File: src/rtl/rbc_pkg.sv
// ----------------------------------------------------------------------------
// rbc_pkg
// Shared types and constants for the ROM boot checksum block.
// ----------------------------------------------------------------------------
`default_nettype none

package rbc_pkg;

  localparam logic [31:0] SEED_RESET     = 32'hF8CA4DDC;
  localparam logic        MIX_MODE_RESET = 1'b1;

  // Configuration register indexes.
  localparam logic [7:0] REG_SEED     = 8'd0;
  localparam logic [7:0] REG_MIX_MODE = 8'd1;

  // Boot mix selection.
  localparam logic MIX_ROTATE = 1'b0;
  localparam logic MIX_BOOT   = 1'b1;

  // Queue between front and back.
  localparam int Q_DEPTH = 4;
  localparam int Q_AW    = 2;

  // Result queue at the output.
  localparam int OUT_DEPTH = 2;
  localparam int OUT_AW    = 1;

  typedef struct packed {
    logic [31:0] data_word;
    logic [31:0] boot_word;
    logic [31:0] rot_word;
    logic        first;
    logic        last;
  } item_t;

  typedef struct packed {
    logic [31:0] crc1;
    logic [31:0] crc2;
  } result_t;

  typedef struct packed {
    logic [31:0] seed;
    logic        mix_mode;
  } cfg_t;

  typedef struct packed {
    logic full;
    logic empty;
  } q_status_t;

endpackage

`default_nettype wire

File: src/rtl/rbc_front.sv
// ----------------------------------------------------------------------------
// rbc_front
// Input side: accepts words and precomputes the self-rotated word.
// ----------------------------------------------------------------------------
`default_nettype none

module rbc_front
  import rbc_pkg::*;
(
  input  wire logic        push,
  input  wire logic [31:0] data_word,
  input  wire logic [31:0] boot_word,
  input  wire logic        first,
  input  wire logic        last,
  input  wire q_status_t   q_status,
  output logic             full,
  output logic             q_wr,
  output item_t            q_item
);

  logic [63:0] dbl_shifted;

  // Rotating left by the low five bits is the upper half of the doubled word
  // shifted left; a zero amount leaves the word as it is.
  assign dbl_shifted = {data_word, data_word} << data_word[4:0];

  assign full = q_status.full;
  assign q_wr = push & ~q_status.full;

  always_comb begin
    q_item.data_word = data_word;
    q_item.boot_word = boot_word;
    q_item.rot_word  = dbl_shifted[63:32];
    q_item.first     = first;
    q_item.last      = last;
  end

endmodule

`default_nettype wire

File: src/rtl/rbc_queue.sv
// ----------------------------------------------------------------------------
// rbc_queue
// Short item queue that decouples the front from the back.
// ----------------------------------------------------------------------------
`default_nettype none

module rbc_queue
  import rbc_pkg::*;
(
  input  wire logic  clk,
  input  wire logic  rst_n,
  input  wire logic  wr,
  input  wire item_t wr_item,
  input  wire logic  rd,
  output item_t      rd_item,
  output q_status_t  status
);

  item_t             mem_r [Q_DEPTH];
  logic [Q_AW-1:0]   wr_ptr_r, wr_ptr_nxt;
  logic [Q_AW-1:0]   rd_ptr_r, rd_ptr_nxt;
  logic [Q_AW:0]     cnt_r, cnt_nxt;
  logic              do_wr, do_rd;

  assign status.full  = (cnt_r == (Q_AW+1)'(Q_DEPTH));
  assign status.empty = (cnt_r == '0);
  assign do_wr = wr & ~status.full;
  assign do_rd = rd & ~status.empty;
  assign rd_item = mem_r[rd_ptr_r];

  always_comb begin
    wr_ptr_nxt = do_wr ? wr_ptr_r + 1'b1 : wr_ptr_r;
    rd_ptr_nxt = do_rd ? rd_ptr_r + 1'b1 : rd_ptr_r;
    cnt_nxt    = cnt_r + (Q_AW+1)'(do_wr) - (Q_AW+1)'(do_rd);
  end

  always_ff @(posedge clk) begin
    if (do_wr) begin
      mem_r[wr_ptr_r] <= wr_item;
    end
  end

  always_ff @(posedge clk) begin
    if (!rst_n) begin
      wr_ptr_r <= '0;
      rd_ptr_r <= '0;
      cnt_r    <= '0;
    end else begin
      wr_ptr_r <= wr_ptr_nxt;
      rd_ptr_r <= rd_ptr_nxt;
      cnt_r    <= cnt_nxt;
    end
  end

endmodule

`default_nettype wire

File: src/rtl/rbc_back.sv
// ----------------------------------------------------------------------------
// rbc_back
// Accumulator datapath and result queue.
// ----------------------------------------------------------------------------
`default_nettype none

module rbc_back
  import rbc_pkg::*;
(
  input  wire logic  clk,
  input  wire logic  rst_n,
  input  wire cfg_t  cfg,
  input  wire item_t q_item,
  input  wire logic  q_empty,
  output logic       q_rd,
  output logic       out_empty,
  input  wire logic  out_pop,
  output result_t    out_res
);

  logic [31:0] boot_mix_r, boot_mix_nxt;
  logic [31:0] cmp_xor_r, cmp_xor_nxt;
  logic [31:0] plain_xor_r, plain_xor_nxt;
  logic [31:0] carry_cnt_r, carry_cnt_nxt;
  logic [31:0] rot_sum_r, rot_sum_nxt;
  logic [31:0] sum_r, sum_nxt;

  logic [31:0] base_boot, base_cmp, base_plain, base_carry, base_rot, base_sum;
  logic [32:0] sum_wide;
  logic [31:0] d;

  result_t         res_mem_r [OUT_DEPTH];
  logic [OUT_AW-1:0] res_wr_ptr_r, res_wr_ptr_nxt;
  logic [OUT_AW-1:0] res_rd_ptr_r, res_rd_ptr_nxt;
  logic [OUT_AW:0]   res_cnt_r, res_cnt_nxt;
  logic              res_full, res_wr, res_rd;
  result_t           res_new;

  assign d = q_item.data_word;

  assign res_full  = (res_cnt_r == (OUT_AW+1)'(OUT_DEPTH));
  assign out_empty = (res_cnt_r == '0);
  assign res_rd    = out_pop & ~out_empty;

  // A closing word waits only while the result queue has no room.
  assign q_rd   = ~q_empty & (~q_item.last | ~res_full | res_rd);
  assign res_wr = q_rd & q_item.last;

  always_comb begin
    if (q_item.first) begin
      base_boot  = cfg.seed;
      base_cmp   = cfg.seed;
      base_plain = cfg.seed;
      base_carry = cfg.seed;
      base_rot   = cfg.seed;
      base_sum   = cfg.seed;
    end else begin
      base_boot  = boot_mix_r;
      base_cmp   = cmp_xor_r;
      base_plain = plain_xor_r;
      base_carry = carry_cnt_r;
      base_rot   = rot_sum_r;
      base_sum   = sum_r;
    end

    sum_wide      = {1'b0, base_sum} + {1'b0, d};
    sum_nxt       = sum_wide[31:0];
    carry_cnt_nxt = base_carry + {31'd0, sum_wide[32]};
    plain_xor_nxt = base_plain ^ d;
    rot_sum_nxt   = base_rot + q_item.rot_word;

    if (base_cmp > d) begin
      cmp_xor_nxt = base_cmp ^ q_item.rot_word;
    end else begin
      cmp_xor_nxt = base_cmp ^ sum_nxt ^ d;
    end

    if (cfg.mix_mode == MIX_BOOT) begin
      boot_mix_nxt = base_boot + (q_item.boot_word ^ d);
    end else begin
      boot_mix_nxt = base_boot + (rot_sum_nxt ^ d);
    end

    res_new.crc1 = sum_nxt ^ carry_cnt_nxt ^ plain_xor_nxt;
    res_new.crc2 = rot_sum_nxt ^ cmp_xor_nxt ^ boot_mix_nxt;
  end

  always_ff @(posedge clk) begin
    if (!rst_n) begin
      boot_mix_r  <= SEED_RESET;
      cmp_xor_r   <= SEED_RESET;
      plain_xor_r <= SEED_RESET;
      carry_cnt_r <= SEED_RESET;
      rot_sum_r   <= SEED_RESET;
      sum_r       <= SEED_RESET;
    end else if (q_rd) begin
      boot_mix_r  <= boot_mix_nxt;
      cmp_xor_r   <= cmp_xor_nxt;
      plain_xor_r <= plain_xor_nxt;
      carry_cnt_r <= carry_cnt_nxt;
      rot_sum_r   <= rot_sum_nxt;
      sum_r       <= sum_nxt;
    end
  end

  // Result queue.
  assign out_res = res_mem_r[res_rd_ptr_r];

  always_comb begin
    res_wr_ptr_nxt = res_wr ? res_wr_ptr_r + 1'b1 : res_wr_ptr_r;
    res_rd_ptr_nxt = res_rd ? res_rd_ptr_r + 1'b1 : res_rd_ptr_r;
    res_cnt_nxt    = res_cnt_r + (OUT_AW+1)'(res_wr) - (OUT_AW+1)'(res_rd);
  end

  always_ff @(posedge clk) begin
    if (res_wr) begin
      res_mem_r[res_wr_ptr_r] <= res_new;
    end
  end

  always_ff @(posedge clk) begin
    if (!rst_n) begin
      res_wr_ptr_r <= '0;
      res_rd_ptr_r <= '0;
      res_cnt_r    <= '0;
    end else begin
      res_wr_ptr_r <= res_wr_ptr_nxt;
      res_rd_ptr_r <= res_rd_ptr_nxt;
      res_cnt_r    <= res_cnt_nxt;
    end
  end

endmodule

`default_nettype wire

File: src/rtl/rom_boot_checksum_top.sv
// ----------------------------------------------------------------------------
// rom_boot_checksum_top
// Streaming two-word boot checksum over 32-bit ROM words.
// ----------------------------------------------------------------------------
// The block takes one ROM word per clock and sustains that rate indefinitely
// as long as results are popped. A word enters a four-entry queue at the
// accepting edge, is then read out and folded into the six accumulators, and
// a closing word's checksums are written to the result queue by that same
// fold, from which they drive the result ports. The rate is set by the
// accumulator update in the back end; a two-entry result queue lets words
// keep flowing while a result waits to be popped.
// Configuration writes are always ready and should be made while idle.
// ----------------------------------------------------------------------------
`default_nettype none

module rom_boot_checksum_top
  import rbc_pkg::*;
(
  input  wire logic        clk,
  input  wire logic        rst_n,

  input  wire logic        in_push,
  output logic             in_full,
  input  wire logic [31:0] in_data_word,
  input  wire logic [31:0] in_boot_word,
  input  wire logic        in_first,
  input  wire logic        in_last,

  output logic             out_empty,
  input  wire logic        out_pop,
  output logic [31:0]      out_crc1_out,
  output logic [31:0]      out_crc2_out,

  input  wire logic        cfg_valid,
  output logic             cfg_ready,
  input  wire logic [7:0]  cfg_index,
  input  wire logic [31:0] cfg_data
);

  cfg_t      cfg_r, cfg_nxt;
  q_status_t q_status;
  item_t     q_wr_item, q_rd_item;
  logic      q_wr, q_rd;
  result_t   res;

  assign cfg_ready = 1'b1;

  always_comb begin
    cfg_nxt = cfg_r;
    if (cfg_valid) begin
      case (cfg_index)
        REG_SEED:     cfg_nxt.seed     = cfg_data;
        REG_MIX_MODE: cfg_nxt.mix_mode = cfg_data[0];
        default:      cfg_nxt          = cfg_r;
      endcase
    end
  end

  always_ff @(posedge clk) begin
    if (!rst_n) begin
      cfg_r.seed     <= SEED_RESET;
      cfg_r.mix_mode <= MIX_MODE_RESET;
    end else begin
      cfg_r <= cfg_nxt;
    end
  end

  rbc_front u_front (
    .push      (in_push),
    .data_word (in_data_word),
    .boot_word (in_boot_word),
    .first     (in_first),
    .last      (in_last),
    .q_status  (q_status),
    .full      (in_full),
    .q_wr      (q_wr),
    .q_item    (q_wr_item)
  );

  rbc_queue u_queue (
    .clk     (clk),
    .rst_n   (rst_n),
    .wr      (q_wr),
    .wr_item (q_wr_item),
    .rd      (q_rd),
    .rd_item (q_rd_item),
    .status  (q_status)
  );

  rbc_back u_back (
    .clk       (clk),
    .rst_n     (rst_n),
    .cfg       (cfg_r),
    .q_item    (q_rd_item),
    .q_empty   (q_status.empty),
    .q_rd      (q_rd),
    .out_empty (out_empty),
    .out_pop   (out_pop),
    .out_res   (res)
  );

  assign out_crc1_out = res.crc1;
  assign out_crc2_out = res.crc2;

endmodule

`default_nettype wire

File: config.mk
export PLATFORM = sky130hd
export DESIGN_NAME = rom_boot_checksum_top
export DESIGN_NICKNAME = d
export VERILOG_FILES = /design/src/rtl/rbc_pkg.sv /design/src/rtl/rbc_front.sv /design/src/rtl/rbc_queue.sv /design/src/rtl/rbc_back.sv /design/src/rtl/rom_boot_checksum_top.sv
export SDC_FILE = /design/constraint.sdc
export NUM_CORES = 2
export LEC_CHECK = 0
export BUFFER_PORTS_ARGS = -buffer_cell sky130_fd_sc_hd__buf_2
export CORE_UTILIZATION = 55
export CTS_BUF_LIST = sky130_fd_sc_hd__clkbuf_4
export DETAILED_ROUTE_END_ITERATION = 10
export GPL_ROUTABILITY_DRIVEN = 0
export GPL_TIMING_DRIVEN = 0
export PLACE_DENSITY_LB_ADDON = 0.3
export SYNTH_ARGS = -nofsm -noshare
export SYNTH_HDL_FRONTEND = slang
export SYNTH_HIERARCHICAL = 1
export SYNTH_SLANG_ARGS = --single-unit
File: constraint.sdc
create_clock -name clk -period 18.5 [get_ports clk]
set_input_delay 1.85 -clock clk [delete_from_list [all_inputs] [get_ports clk]]
set_output_delay 1.85 -clock clk [all_outputs]
set_load 0.01 [all_outputs]
Yosys cells after proc, flatten, opt, wreduce, memory -nomap -nowiden --
Memories as Yosys holds them, arrays and structs flattened. A register that Yosys moved wholly into a read port is not among the register bits. Index checks and enable logic that the tools add are counted.
Storage, ports and cells: bits in registers 236, memory bits (writable) 520, input port bits 111, output and inout bits 67, logic and storage cells 78, memories 2
Memory list:
- u_queue.mem_r | words 4, width 98, read ports 1, clocked after Yosys merged registers in 1, wr ports 1, line rbc_queue.sv:19 | item_t mem_r [Q_DEPTH];
- u_back.res_mem_r | words 2, width 64, read ports 1, clocked after Yosys merged registers in 1, wr ports 1, line rbc_back.sv:32 | result_t res_mem_r [OUT_DEPTH];
Cells by class: add/sub/neg operators 13, order comparisons 1, equality and inequality tests 3, shift-type cells 1, multiplexer cells 16, bitwise operators 23, reductions and logical operators 5
Operators with widths (number):
- 32-bit XOR | 10
- 32-bit 2-to-1 mux | 8
- 32-bit adder | 3
- 64-bit by 5-bit << shifter with 64-bit output | 1
- 32-bit by 32-bit adder with 33-bit output | 1
- 32-bit by 1-bit adder with 32-bit output | 1
- 32-bit greater-than comparator | 1
- 8-bit by 1-bit equality test with 1-bit output, second input constant | 1
- 8-bit logical NOT | 1
- 1-bit bitwise AND | 6
- 1-bit 2-to-1 mux | 6
- 1-bit inverter | 5
- 2-bit by 1-bit adder with 2-bit output, second input constant | 2
- 2-bit 2-to-1 mux | 2
- 2-bit AND reduction | 2
- 3-bit by 1-bit adder with 3-bit output | 1
- 3-bit equality test, second input constant | 1
- 3-bit logical NOT | 1
- 3-bit by 1-bit subtractor with 3-bit output | 1
- 1-bit adder, second input constant | 2
- 2-bit by 1-bit adder with 2-bit output | 1
- 2-bit equality test, second input constant | 1
- 2-bit logical NOT | 1
- 1-bit OR | 2
- 2-bit by 1-bit subtractor with 2-bit output | 1

Depth between registers and ports, before layout --
word-level depth 8, mapped depth 37

By module --
Netlist, hierarchy kept.
Modules (own cells, without submodules):
- rbc_back | instances 1, cells each 2799, area each 23535.1 sq um, sequential area each 7787.5 sq um
- rbc_queue | instances 1, cells each 563, area each 14590.2 sq um, sequential area each 11951.5 sq um
- rbc_front | instances 1, cells each 390, area each 2670.1 sq um, sequential area each 0.0 sq um
- rom_boot_checksum_top | instances 1, cells each 149, area each 1460.2 sq um, sequential area each 660.6 sq um

Worst setup path before layout --
No wires, ideal clock.
path kind register -> register, start point reg (tool-made name), end point mem u_back/res_mem_r[0][30] (netlist bit) (data pin), library setup time 0.267 ns, data arrival time 6.967 ns, slack 11.266 ns, cell stages (with the launch flop) 36, path buffers 10, period minus slack after synthesis 7.234 ns, path through dfxtp_1 > buf_6 > buf_8 > mux4_2 > buf_2 > buf_2 > buf_2 > buf_2 > clkbuf_1 > buf_1 > clkbuf_1 > clkbuf_1 > o21ai_0 > ha_1 > a2111oi_4 > o21ai_1 > nand4_1 > a21oi_1 > a31oi_1 > o21bai_1 > a21oi_1 > xor2_1 > o21ai_0 > xnor2_1 > ha_1 > a21o_1 > a21o_1 > a21o_1 > a21oi_1 > and2_1 > a211oi_1 > o31ai_1 > o21ai_0 > xnor2_1 > xnor2_1 > xnor2_1
RTL lines (line):
- end: declaration | rbc_back.sv:32

==> impl_metrics.py <==
metrics = {
    "timing": {
        "tightest_slew_ns": 1.33,
        "finalCriticalPeriod_ns": 11.16,
        "final.setup_skew_ns": 0.0736,
        "hold_viol_final": 0,
        "timing.fmax_mhz": 89.6,
        "maxSlewViolCount": 0,
        "setup-violations-final": 0,
        "rsz0062_at_grt": "no",
        "finalSetupTns_ns": 0,
        "fin_crit_sh_pct": 60.3,
        "slew_headroom_pct": 11.6,
    },
    "critical_path": {
        "cpMostUsedCell": "buf_2",
        "crit_family": "buffers and inverters",
        "crit_type": "reg -> reg",
        "cpPeakStageDelay_ns": 0.65,
        "critPathBufInv": 11,
        "crit_fanout": 10,
        "critical_path_required_ns": 19.33,
        "critPathSlowestCell": "clkbuf_1",
        "crit_path_end_kind": "register",
        "cp.arrival_ns": 12.00,
        "r2r_slack_ns": 7.34,
        "critPathLaunchType": "register",
    },
    "clocking": {
        "clk_path_buf_depth": 3,
        "cts_resized": 0,
        "cts_setup_buffers": 0,
        "cts.sink_count": 759,
        "cts_tree": "yes",
        "cts-root-buf": "clkbuf_4",
        "numCtsBuffers": 198,
        "insertion_delay_ns": 1.14,
        "cts_max_level": 4,
        "postCtsHoldBufs": 0,
        "clkTransAtPathRegs_ns": 0.06,
    },
    "floorplanning": {
        "die_x_um": 279,
        "die-area_um2": 77900,
        "io_pins": 178,
        "core_area_um2": 75900,
        "initial_core_util_pct": 55.6,
        "die_h_um": 279,
        "fp-row-count": 101,
    },
    "synth": {
        "syn_nets": 4161,
        "yosysSeqAreaShare_pct": 48.3,
        "synth-async-reset-ratio_pct": 0,
        "synth_ff_type": "edfxtp_1",
        "ys_ff_latch": 759,
        "syn-cell-area_um2": 42300,
        "synthDistinctLibCells": 103,
        "postSynthAreaPerCell_um2": 10.8,
        "netlist_instances": 3901,
        "synth_warnings": 6,
        "synth_edf_count": 520,
    },
    "detailed_routing": {
        "remaining_drc_errors": 0,
        "first_pass_iters": 8,
        "via_per_inst": 6.21,
        "vias": 33873,
        "dr.first_iter.drc_count": 4743,
        "wire_per_inst_um": 25.1,
        "detail_route.wirelength_um": 137000,
        "final_antenna_net_count": 0,
    },
    "global_route": {
        "grtUsageMet2_pct": 52.5,
        "grt_max_degree": 59,
        "overflow": 0,
        "grt_pass1_wl_um": 197000,
        "grt_pass1_vias": 31720,
        "grt.busiest_layer": "met2",
        "use_met3_pct": 7.05,
        "grtUsageMet1_pct": 44.5,
        "antenna_found_initial": 6,
        "grt_util_all_layers_pct": 34.6,
    },
    "cells_and_area": {
        "area_growth_pct": 11.6,
        "drive_above_1_share_pct": 18.3,
        "nets": 4507,
    },
    "placed_design": {
        "io_buffers": 139,
        "dp_hpwl_um": 102000,
    },
    "worst_hold_path": {
        "min_path_type": "reg -> reg",
    },
    "status": {
        "status": "finished clean",
    },
    "run": {
        "drv_cap": 0,
    },
}
per-stage QoR:
stage | instance area, um2 | worst slack [ns] | utilization, % | hold WS [ns] | instances
finish | 47100 | 7.34 | 62.1 | 0.453 | 5454
floorplan | 42300 | 11.27 | - | 0.432 | 3901
detailed placement | 44400 | 7.88 | 58.5 | 0.447 | 5077
global route | 47100 | 7.17 | 62.1 | 0.470 | 5453
CTS | 47100 | 7.87 | 62.1 | 0.454 | 5447
global placement | 44200 | 7.91 | 58.2 | 0.439 | 5070
cells by family after synthesis:
family                     Yosys count  synth area share, %
AOI/OAI and AO/OA                  970                 14.6
xor gates and xnor gates           359                 7.80
adders and majority gates          149                 4.48
buffers and inverters              471                 5.15
DFF                                759                 48.3
muxes                              286                 10.0
other                                1              0.00887
and+or+nand+nor                    906                 9.66
path summary, 6_finish.rpt:
check | endpoint | cells past startpoint | from
hold reg to reg | u_back/cmp_xor_r[18] | 2 | u_back/cmp_xor_r[18]
hold / removal | u_back/cmp_xor_r[18] | 2 | u_back/cmp_xor_r[18]
setup / recovery | u_back/res_mem_r[0][62] | 34 | register
setup reg to reg | u_back/res_mem_r[0][62] | 34 | register
worst register-to-register path: cells and delay by family (launching register included):
family | cells | cell delay [ns]
flip-flops | 1 | 0.31
XOR/XNOR | 2 | 0.29
multiplexers | 1 | 0.41
buffers and inverters | 11 | 4.59
adder cells (fa/ha/maj) | 3 | 0.87
AND/OR/NAND/NOR | 10 | 2.68
AO/OA/AOI/OAI | 7 | 1.77
synth_stat cells, drive strengths merged (6+ instances only):
cell type | count | area share [%]
a31oi | 20 | 0.30
a221oi | 20 | 0.47
nand3 | 56 | 0.66
inv | 205 | 1.8
nor2b | 60 | 0.89
nand4 | 14 | 0.21
and2 | 17 | 0.26
o21bai | 12 | 0.21
o21ai | 296 | 3.5
buf | 124 | 2.1
nor2 | 193 | 1.7
o31ai | 7 | 0.12
o221ai | 12 | 0.25
nor4 | 8 | 0.12
o21a | 29 | 0.52
ha | 145 | 4.3
or2 | 6 | 0.089
dfxtp | 239 | 11
or3 | 9 | 0.13
xnor3 | 10 | 0.53
a21oi | 231 | 2.8
a21boi | 22 | 0.39
a211o | 11 | 0.23
o22ai | 51 | 0.76
o211ai | 85 | 1.5
a21o | 63 | 1.1
and3 | 23 | 0.35
a22o | 7 | 0.15
xnor2 | 270 | 5.6
edfxtp | 520 | 37
mux2 | 81 | 2.2
nand2 | 426 | 3.8
nand2b | 30 | 0.44
nor3 | 41 | 0.52
mux4 | 102 | 5.4
a22oi | 15 | 0.27
mux2i | 103 | 2.4
xor2 | 79 | 1.7
a211oi | 29 | 0.54
o22a | 6 | 0.12
clkbuf | 141 | 1.3
registers in the layout, summed over array words and instances (netlist names), named ones only:
name                 cells
cfg_r                   33
u_back/boot_mix_r       32
u_back/carry_cnt_r      32
u_back/cmp_xor_r        32
u_back/plain_xor_r      32
u_back/res_cnt_r         2
u_back/res_mem_r       128
u_back/res_rd_ptr_r      1
u_back/res_wr_ptr_r      1
u_back/rot_sum_r        32
u_back/sum_r            32
u_queue/cnt_r            3
u_queue/mem_r          392
u_queue/rd_ptr_r         2
u_queue/wr_ptr_r         2
metal layers:
| layer | part of all wire, % | vias to the layer above |
|---|---|---|
| li1 | - | 14987 |
| met1 | 37 | 16076 |
| met2 | 44 | 2314 |
| met3 | 12 | 494 |
| met4 | 7.5 | 2 |
| met5 | 0.0073 | - |
placed cells by master (no fill, tap or decap), drive strengths merged, types with 14 or more instances in the layout:
cell	count
a211oi	29
a21boi	22
a21o	63
a21oi	231
a221oi	20
a22oi	15
a31oi	20
and2	17
and3	23
buf	270
clkbuf	443
clkinv	61
dfxtp	239
edfxtp	520
ha	145
inv	211
mux2	81
mux2i	103
mux4	102
nand2	426
nand2b	30
nand3	56
nand4	14
nor2	193
nor2b	60
nor3	41
o211ai	85
o21a	29
o21ai	296
o22ai	51
xnor2	270
xor2	79
final cells by class:
type	count	area (um2)
diodes	7	17.5
plain buffers	265	1400
clock buffers	302	2270
clock inverters	68	432
fillers	6173	28800
inverters	206	773
multi-input cells	2671	19700
flip-flops and latches	759	20400
well taps	1030	1290
repair buffers	146	866
Power is left out: the tool's default activity adds up to more than one toggle a clock period on the data nets, which glitch-free logic cannot reach.
